### config.mk
export PLATFORM = sky130hd
export DESIGN_NAME = spi_motor_register_slave
export DESIGN_NICKNAME = d
export VERILOG_FILES = /design/src/rtl/core/smrs_pkg.sv /design/src/rtl/core/spi_motor_register_slave.sv
export SDC_FILE = /design/constraint.sdc
export NUM_CORES = 1
export LEC_CHECK = 0
export ABC_AREA = 1
export BUFFER_PORTS_ARGS = -buffer_cell sky130_fd_sc_hd__buf_2
export CAP_MARGIN = 20
export CORE_MARGIN = 5
export CORE_UTILIZATION = 47
export DETAILED_ROUTE_END_ITERATION = 7
export PLACE_DENSITY = 0.76
export REMOVE_ABC_BUFFERS = 1
export SYNTH_ARGS = -nofsm -noshare
export SYNTH_HDL_FRONTEND = slang
export SYNTH_SLANG_ARGS = --single-unit
### constraint.sdc
create_clock -name clk -period 5.8 [get_ports clk]
set_clock_uncertainty 0.15 [all_clocks]
set_input_delay 0.87 -clock clk [delete_from_list [all_inputs] [get_ports clk]]
set_output_delay 0.87 -clock clk [all_outputs]
set_load 0.01 [all_outputs]
### src/rtl/core/smrs_pkg.sv
// Package for the SPI motor register slave: command codes, state encoding
// and the packed result beat layout.
// No dependencies; used by rtl/core/spi_motor_register_slave.sv.
package smrs_pkg;

  // Default number of motors kept by the slave (three or four).
  localparam int unsigned MOTOR_COUNT_DEFAULT = 4;

  // Byte that opens command mode, and the value loaded into the transmit
  // shifter after every completed byte that does not load a read data byte.
  localparam logic [7:0] SYNC_BYTE = 8'h80;

  // Command byte that leaves command mode.
  localparam logic [7:0] CMD_EXIT = 8'h00;

  // Upper nibble of command bytes.
  localparam logic [3:0] CMD_WRITE = 4'h1;
  localparam logic [3:0] CMD_READ  = 4'h2;

  // Register groups, taken from bits [3:2] of the register code.
  localparam logic [1:0] GRP_TARGET   = 2'd0;
  localparam logic [1:0] GRP_DIVIDER  = 2'd1;
  localparam logic [1:0] GRP_POSITION = 2'd2;
  localparam logic [1:0] GRP_TGT_POS  = 2'd3;

  // Configuration register index.
  localparam logic REG_FOURTH_ENABLE = 1'b0;

  // Reset value of the transmit shifter.
  localparam logic [7:0] TX_RESET = 8'hFF;

  typedef enum logic [3:0] {
    CS_IDLE = 4'd0,
    CS_CMD  = 4'd1,
    CS_WR0  = 4'd4,
    CS_WR1  = 4'd5,
    CS_WR2  = 4'd6,
    CS_WR3  = 4'd7,
    CS_RD0  = 4'd8,
    CS_RD1  = 4'd9,
    CS_RD2  = 4'd10,
    CS_RD3  = 4'd11
  } cmd_state_t;

  // Result beat; the last member sits in the lowest bit.
  typedef struct packed {
    logic [31:0] write_value;
    logic        write_divider;
    logic        write_position;
    logic        write_target;
    logic [1:0]  write_motor;
    logic        write_valid;
    logic        data_out_enable;
    logic        data_out;
  } result_t;

endpackage

### src/rtl/core/spi_motor_register_slave.sv
// SPI motor register slave: pin-sample stream in, pin level and register
// write reports out, with an APB-style port for the fourth-motor enable.
// Depends on rtl/core/smrs_pkg.sv.
//
// The result of an accepted sample beat is registered in the output register.
// Throughput: one sample beat per cycle while the result stream is not
// stalled, set by the single output register, which is refilled in the
// same cycle in which its beat is taken.
// Reset (rst, synchronous, active high): command machine idle, shifters and
// counters cleared, transmit shifter loaded with all ones, motor words zero,
// fourth motor disabled, output register empty.
module spi_motor_register_slave #(
  parameter int unsigned MOTOR_COUNT = smrs_pkg::MOTOR_COUNT_DEFAULT
) (
  input  logic        clk,
  input  logic        rst,
  // Sample stream.
  input  logic        s_tvalid,
  output logic        s_tready,
  input  logic [7:0]  s_tdata,   // [0] chip_select, [1] serial_clock, [2] data_in
  // Result stream.
  output logic        m_tvalid,
  input  logic        m_tready,
  output logic [39:0] m_tdata,   // [0] data_out, [1] data_out_enable,
                                 // [2] write_valid, [4:3] write_motor,
                                 // [5] write_target, [6] write_position,
                                 // [7] write_divider, [39:8] write_value
  // Configuration port.
  input  logic        psel,
  input  logic        penable,
  input  logic        pwrite,
  input  logic [2:0]  paddr,
  input  logic [31:0] pwdata,
  output logic [31:0] prdata,
  output logic        pready
);

  localparam int unsigned MIDX_W = $clog2(MOTOR_COUNT);

  // ---------------------------------------------------------------------
  // Configuration register. Only one register exists, at byte address 0;
  // address bit 2 selects the register index.
  // ---------------------------------------------------------------------
  logic fourth_motor_enable;
  logic cfg_write;

  assign pready    = 1'b1;
  assign cfg_write = psel && penable && pwrite && pready &&
                     (paddr[2] == smrs_pkg::REG_FOURTH_ENABLE);
  assign prdata    = (paddr[2] == smrs_pkg::REG_FOURTH_ENABLE) ?
                     {31'd0, fourth_motor_enable} : 32'd0;

  // ---------------------------------------------------------------------
  // Slave state.
  // ---------------------------------------------------------------------
  logic                  last_clock, last_clock_next;
  logic [7:0]            rx_shift, rx_shift_next;
  logic [2:0]            bit_count, bit_count_next;
  logic [7:0]            tx_shift, tx_shift_next;
  logic                  out_pin, out_pin_next;
  smrs_pkg::cmd_state_t  cmd_state, cmd_state_next;
  logic [3:0]            register_select, register_select_next;
  logic [31:0]           value_buffer, value_buffer_next;

  // Target and position words are read back over SPI and are kept here.
  // Divider words are never read back; their writes are reported on the
  // result stream.
  logic [31:0] motor_targets   [MOTOR_COUNT];
  logic [31:0] motor_positions [MOTOR_COUNT];

  smrs_pkg::result_t result, result_next;

  logic accept;
  logic sample_select, sample_clock, sample_data;
  logic byte_done;
  logic commit;

  assign s_tready      = !m_tvalid || m_tready;
  assign accept        = s_tvalid && s_tready;
  assign sample_select = s_tdata[0];
  assign sample_clock  = s_tdata[1];
  assign sample_data   = s_tdata[2];
  assign m_tdata       = result;

  // A motor index is usable if it is one of the first three, or it is the
  // fourth motor, which exists and has been enabled.
  function automatic logic motor_ok(input logic [1:0] m, input logic enable);
    logic ok;
    if (m != 2'd3) begin
      ok = 1'b1;
    end else begin
      ok = (MOTOR_COUNT >= 4) && enable;
    end
    return ok;
  endfunction

  // ---------------------------------------------------------------------
  // Next state for one sample. The whole step is evaluated here and is
  // applied only when the sample beat is accepted.
  // ---------------------------------------------------------------------
  always_comb begin
    logic       shift;
    logic [7:0] rx_new;
    logic [7:0] tx_work;
    logic [1:0] rd_motor;
    logic [1:0] wr_motor;
    logic [1:0] wr_group;

    last_clock_next      = sample_clock;
    rx_shift_next        = rx_shift;
    bit_count_next       = bit_count;
    tx_shift_next        = tx_shift;
    out_pin_next         = out_pin;
    cmd_state_next       = cmd_state;
    register_select_next = register_select;
    value_buffer_next    = value_buffer;
    commit               = 1'b0;

    shift     = sample_select && sample_clock && !last_clock;
    rx_new    = {rx_shift[6:0], sample_data};
    byte_done = shift && (bit_count == 3'd7);
    tx_work   = tx_shift;
    rd_motor  = rx_new[1:0];
    wr_motor  = register_select[1:0];
    wr_group  = register_select[3:2];

    if (shift) begin
      rx_shift_next  = rx_new;
      bit_count_next = bit_count + 3'd1;
    end

    if (byte_done) begin
      tx_work = smrs_pkg::SYNC_BYTE;
      unique case (cmd_state)
        smrs_pkg::CS_IDLE: begin
          if (rx_new == smrs_pkg::SYNC_BYTE) begin
            cmd_state_next = smrs_pkg::CS_CMD;
          end else begin
            // Slip framing by one bit: the next byte ends after one more bit.
            bit_count_next = 3'd7;
          end
        end
        smrs_pkg::CS_CMD: begin
          if (rx_new == smrs_pkg::CMD_EXIT) begin
            cmd_state_next = smrs_pkg::CS_IDLE;
          end else if (rx_new[7:4] == smrs_pkg::CMD_WRITE) begin
            register_select_next = rx_new[3:0];
            cmd_state_next       = smrs_pkg::CS_WR0;
          end else if (rx_new[7:4] == smrs_pkg::CMD_READ) begin
            cmd_state_next = smrs_pkg::CS_RD0;
            // Unusable motors and unused codes leave the buffer as it was.
            if (motor_ok(rd_motor, fourth_motor_enable)) begin
              if (rx_new[3:2] == smrs_pkg::GRP_TARGET) begin
                value_buffer_next = motor_targets[rd_motor[MIDX_W-1:0]];
              end else if (rx_new[3:2] == smrs_pkg::GRP_POSITION) begin
                value_buffer_next = motor_positions[rd_motor[MIDX_W-1:0]];
              end
            end
          end
        end
        smrs_pkg::CS_WR0: begin
          value_buffer_next = {24'd0, rx_new};
          cmd_state_next    = smrs_pkg::CS_WR1;
        end
        smrs_pkg::CS_WR1: begin
          value_buffer_next = {value_buffer[23:0], rx_new};
          cmd_state_next    = smrs_pkg::CS_WR2;
        end
        smrs_pkg::CS_WR2: begin
          value_buffer_next = {value_buffer[23:0], rx_new};
          cmd_state_next    = smrs_pkg::CS_WR3;
        end
        smrs_pkg::CS_WR3: begin
          value_buffer_next = {value_buffer[23:0], rx_new};
          commit            = motor_ok(wr_motor, fourth_motor_enable);
          cmd_state_next    = smrs_pkg::CS_CMD;
        end
        smrs_pkg::CS_RD0: begin
          tx_work        = value_buffer[31:24];
          cmd_state_next = smrs_pkg::CS_RD1;
        end
        smrs_pkg::CS_RD1: begin
          tx_work        = value_buffer[23:16];
          cmd_state_next = smrs_pkg::CS_RD2;
        end
        smrs_pkg::CS_RD2: begin
          tx_work        = value_buffer[15:8];
          cmd_state_next = smrs_pkg::CS_RD3;
        end
        smrs_pkg::CS_RD3: begin
          tx_work        = value_buffer[7:0];
          cmd_state_next = smrs_pkg::CS_CMD;
        end
        default: begin
          cmd_state_next = smrs_pkg::CS_IDLE;
        end
      endcase
    end

    // The pin takes the top bit after any reload on a completed byte.
    if (shift) begin
      out_pin_next  = tx_work[7];
      tx_shift_next = {tx_work[6:0], 1'b0};
    end

    result_next                 = '0;
    result_next.data_out        = out_pin_next;
    result_next.data_out_enable = sample_select;
    if (commit) begin
      result_next.write_valid    = 1'b1;
      result_next.write_motor    = wr_motor;
      result_next.write_value    = value_buffer_next;
      result_next.write_target   = (wr_group == smrs_pkg::GRP_TARGET) ||
                                   (wr_group == smrs_pkg::GRP_TGT_POS);
      result_next.write_position = (wr_group == smrs_pkg::GRP_POSITION) ||
                                   (wr_group == smrs_pkg::GRP_TGT_POS);
      result_next.write_divider  = (wr_group == smrs_pkg::GRP_DIVIDER);
    end
  end

  // ---------------------------------------------------------------------
  // State, motor words and configuration.
  // ---------------------------------------------------------------------
  always_ff @(posedge clk) begin
    if (rst) begin
      fourth_motor_enable <= 1'b0;
      last_clock          <= 1'b0;
      rx_shift            <= 8'd0;
      bit_count           <= 3'd0;
      tx_shift            <= smrs_pkg::TX_RESET;
      out_pin             <= 1'b0;
      cmd_state           <= smrs_pkg::CS_IDLE;
      register_select     <= 4'd0;
      value_buffer        <= 32'd0;
      for (int i = 0; i < MOTOR_COUNT; i++) begin
        motor_targets[i]   <= 32'd0;
        motor_positions[i] <= 32'd0;
      end
    end else begin
      if (cfg_write) begin
        fourth_motor_enable <= pwdata[0];
      end
      if (accept) begin
        last_clock      <= last_clock_next;
        rx_shift        <= rx_shift_next;
        bit_count       <= bit_count_next;
        tx_shift        <= tx_shift_next;
        out_pin         <= out_pin_next;
        cmd_state       <= cmd_state_next;
        register_select <= register_select_next;
        value_buffer    <= value_buffer_next;
        for (int i = 0; i < MOTOR_COUNT; i++) begin
          if (commit && (register_select[MIDX_W-1:0] == MIDX_W'(i))) begin
            if (result_next.write_target) begin
              motor_targets[i] <= value_buffer_next;
            end
            if (result_next.write_position) begin
              motor_positions[i] <= value_buffer_next;
            end
          end
        end
      end
    end
  end

  // ---------------------------------------------------------------------
  // Output register: it is refilled whenever a sample beat is accepted,
  // which may be in the same cycle as its previous beat is taken.
  // ---------------------------------------------------------------------
  always_ff @(posedge clk) begin
    if (rst) begin
      m_tvalid <= 1'b0;
    end else if (accept) begin
      m_tvalid <= 1'b1;
    end else if (m_tready) begin
      m_tvalid <= 1'b0;
    end
  end

  always_ff @(posedge clk) begin
    if (accept) begin
      result <= result_next;
    end
  end

  // ---------------------------------------------------------------------
  // Assertions.
  // ---------------------------------------------------------------------

  // An accepted sample always leaves a result beat waiting.
  a_accept_fills: assert property (@(posedge clk) disable iff (rst)
    accept |=> m_tvalid)
    else $error("accepted sample did not produce a result beat");

  // Without a committed write, all write report fields are zero.
  a_quiet_report: assert property (@(posedge clk) disable iff (rst)
    (m_tvalid && !result.write_valid) |->
      (result.write_value == 32'd0 && result.write_motor == 2'd0 &&
       !result.write_target && !result.write_position && !result.write_divider))
    else $error("write report fields set without a committed write");

  // A committed write hits the divider alone or target and/or position.
  a_write_kind: assert property (@(posedge clk) disable iff (rst)
    (m_tvalid && result.write_valid) |->
      (result.write_divider != (result.write_target || result.write_position)))
    else $error("committed write has an inconsistent register group");

  // A byte other than the sync byte in idle slips framing by one bit.
  a_frame_slip: assert property (@(posedge clk) disable iff (rst)
    (accept && byte_done && cmd_state == smrs_pkg::CS_IDLE &&
     rx_shift_next != smrs_pkg::SYNC_BYTE) |=> (bit_count == 3'd7))
    else $error("framing did not slip after a non-sync byte in idle");

endmodule
==> run summary <==
RSZ-0062 raised after global routing: no
vias in the first global route: 13900
pre-CTS WS: 1.83 ns
syn avg cell area: 8.52 um^2
min Tclk post-route: 3.56 ns
worst hold start: out_pin
Tcrit/Tclk final: 61.4%
Worst Hold Path Cells: 2
Hold-fix buffers, CTS: 0
number of synthesized flops with an enable pin: 296
top_reg_cell synth: edfxtp_1
leakage power figure: 7.93 nW
worst stage delay on the critical path: 0.87 ns
Async SR Flop Fraction: 0%
PnR worst setup slack: 2.24 ns
Distinct cells, synth: 32
Wirelength per Cell: 18.4 um
final hold violation count: 0
Mapped Cells: 2066
initial antenna violation count: 0
Ports: 125
slowest stage cell, crit path: nand3_2
Worst setup EP type: register
Placer Congestion: 0.939
CTS-repair resized insts: 0
Setup crit start kind: input pin
fill count: 3291
Worst EP arrival: 3.72 ns
first-pass GRT wire length: 74.0 mm
Num CTS Buffers: 39
drt total wl: 47.3 mm
required time of the critical path: 5.96 ns
fin area: 19400 um^2
final antenna-violating net count: 0
# setup viols final: 0
FF-to-FF path depth: 9
Total Nets Final: 2131
vias post-DR: 14200
relative slew slack: 23.9%
CTS H-tree lvls: 2
Worst path most repeated cell: nand2_1
CTS tree: built
Cell Pwr Density: 304 nW/um^2
Worst-path clk slew: 0.06 ns
Skew-Pair Late Insertion Delay: 0.53 ns
Setup TNS: 0 ns
DR iter-0 viols: 1589
routed vias/inst: 5.51
global-route usage over all layers: 22.5%
top fanout value on the critical path: 37
I/O Buffers: 54
synthesis-stage register bit count: 358
CP Class: in2reg
Post-CTS Setup Repair Bufs: 0
Power Total: 5.89 mW
reg2reg end: motor_targets[1][5]
Die W: 204 um
Core ar.: 36800 um^2
cell family with most CP delay: simple AND/OR/NAND/NOR gates
setup slack, reg-to-reg: 2.30 ns
Initial Utilization: 47.8%
CP Cell Sequence: buf_2 > nand2_1 > nor2_1 > nand2_1 > buf_4 > nor2_4 > inv_2 > nor3_4 > nand3_2 > a21oi_1
P&R area growth vs syn: 9.97%
R2R Path Start: bit_count[0]
Buf+Inv Stages, Crit Path: 3
GR Overflow Total: 0
sequential-to-total area share from yosys stat: 57.6%
n_diodes: 0
# clock sinks: 358
Slew @ Worst Pin: 1.14 ns
Synth Warn #: 0
clock buffer depth: 3
worst hold path class: reg2reg
final core occ: 52.6%
WHS Endpoint: out_pin
Post-DP Area: 18100 um^2
worst vdd ir: 0.252 mV
dpl hpwl: 27.3 mm
clock root cell: clkbuf_16
FP Rows: 70
die area: 41400 um^2
Max Cap Viol: 0
Die Y: 204 um
Pins Over Slew Limit: 0
fmax: 281 MHz
status: completed
DRT Pass-1 Iters: 8
pin count of the biggest net entering global routing: 75
Remaining DRCs: 0
Netlist Area Pre-Place: 17600 um^2
layout cells sized above 1: 9.74%
-- sequential cells by signal (all words and copies together) (netlist names) --
signal,cells
value_buffer,32
cmd_state,4
tx_shift,8
motor_positions,128
m_tdata,40
out_pin,1
register_select,4
motor_targets,128
fourth_motor_enable,1
m_tvalid,1
rx_shift,7
last_clock,1
bit_count,3
-- where the power goes --
part	switching (mW)	internal, mW
Clock	0.982	1.48
Sequential	0.0507	2.90
Combinational	0.354	0.124
Total	1.39	4.50
-- final cells by class --
| class | count | area, um^2 | area share (%) |
|---|---|---|---|
| Clock inverter | 11 | 126 | 0.653 |
| Sequential cell | 358 | 10100 | 52.3 |
| Multi-Input combinational cell | 1340 | 5910 | 30.5 |
| Tap cell | 468 | 586 | 3.03 |
| Clock buffer | 58 | 1130 | 5.84 |
| Inverter | 252 | 950 | 4.91 |
| Timing Repair Buffer | 85 | 522 | 2.70 |
-- cells in the final DEF (no fill, tap or decap), drive strengths merged --
| cell | synthesis | layout |
|---|---|---|
| nor3 | 5 | 5 |
| a21oi | 168 | 168 |
| o211ai | 4 | 4 |
| edfxtp | 296 | 296 |
| o22ai | 13 | 13 |
| nand3 | 176 | 176 |
| conb | 2 | 32 |
| nand2 | 484 | 484 |
| ha | 5 | 5 |
| o311a | 1 | 1 |
| nor2 | 345 | 345 |
| dfxtp | 62 | 62 |
| inv | 251 | 251 |
| a31oi | 2 | 2 |
| nand4 | 3 | 3 |
| clkinv | 1 | 9 |
| buf | 98 | 85 |
| o21ai | 100 | 100 |
| xnor2 | 1 | 1 |
| clkbuf | 48 | 58 |
| a22o | 1 | 1 |
| bufinv | 0 | 3 |
-- per-layer routing --
layer	vias to the layer above	routed length [um]	track usage, %
met5	-	0	0
met3	137	4240	3.23
met1	6642	18400	28.8
met2	746	23000	38.9
met4	0	1630	8.50
li1	6651	-	-
-- kinds of logic after synthesis --
family | share of synthesized area, %
other | 0.0427
AO/OA/AOI/OAI | 8.46
flip-flops | 57.6
AND/OR/NAND/NOR | 23.9
adder cells (fa/ha/maj) | 0.355
XOR/XNOR | 0.0498
buffers and inverters | 9.64
-- cells in the mapped netlist, types with 34 or more instances --
library cell | number | area, um^2
o21ai_0 | 97 | 485
nand2_2 | 34 | 213
buf_4 | 35 | 263
dfxtp_1 | 62 | 1240
edfxtp_1 | 296 | 8890
buf_2 | 57 | 285
nand2_1 | 450 | 1690
nand3_1 | 171 | 856
a21oi_1 | 168 | 841
clkbuf_1 | 48 | 180
nor2_1 | 338 | 1270
inv_1 | 238 | 893
-- per-stage QoR --
stage	hold WS, ns	instances
global route	0.351	2572
global placement	0.301	2502
CTS	0.323	2571
floorplan	0.284	1950
detailed placement	0.312	2502
finish	0.328	2572
-- worst min-delay path, cell delays in order (launching register included) --
cell and delay, ns:
dfxtp_1 0.31, nand2_1 0.06, a21oi_1 0.06
-- worst max path at each step --
| stage | startpoint | to | depth (start not counted) | slack, ns |
|---|---|---|---|---|
| after global placement | s_tdata[0] | motor_targets[1][5] | 10 | 1.93 |
| final | s_tdata[0] | motor_targets[1][5] | 10 | 2.24 |
| after floorplan | m_tready | value_buffer[10] | 6 | 1.81 |
| after detailed placement | s_tdata[0] | motor_targets[1][5] | 10 | 1.83 |
| after global routing | s_tdata[0] | motor_targets[1][6] | 10 | 2.03 |
| after CTS | s_tdata[0] | motor_targets[1][5] | 10 | 2.29 |
No activity file was read; power rests on OpenSTA's default activity.
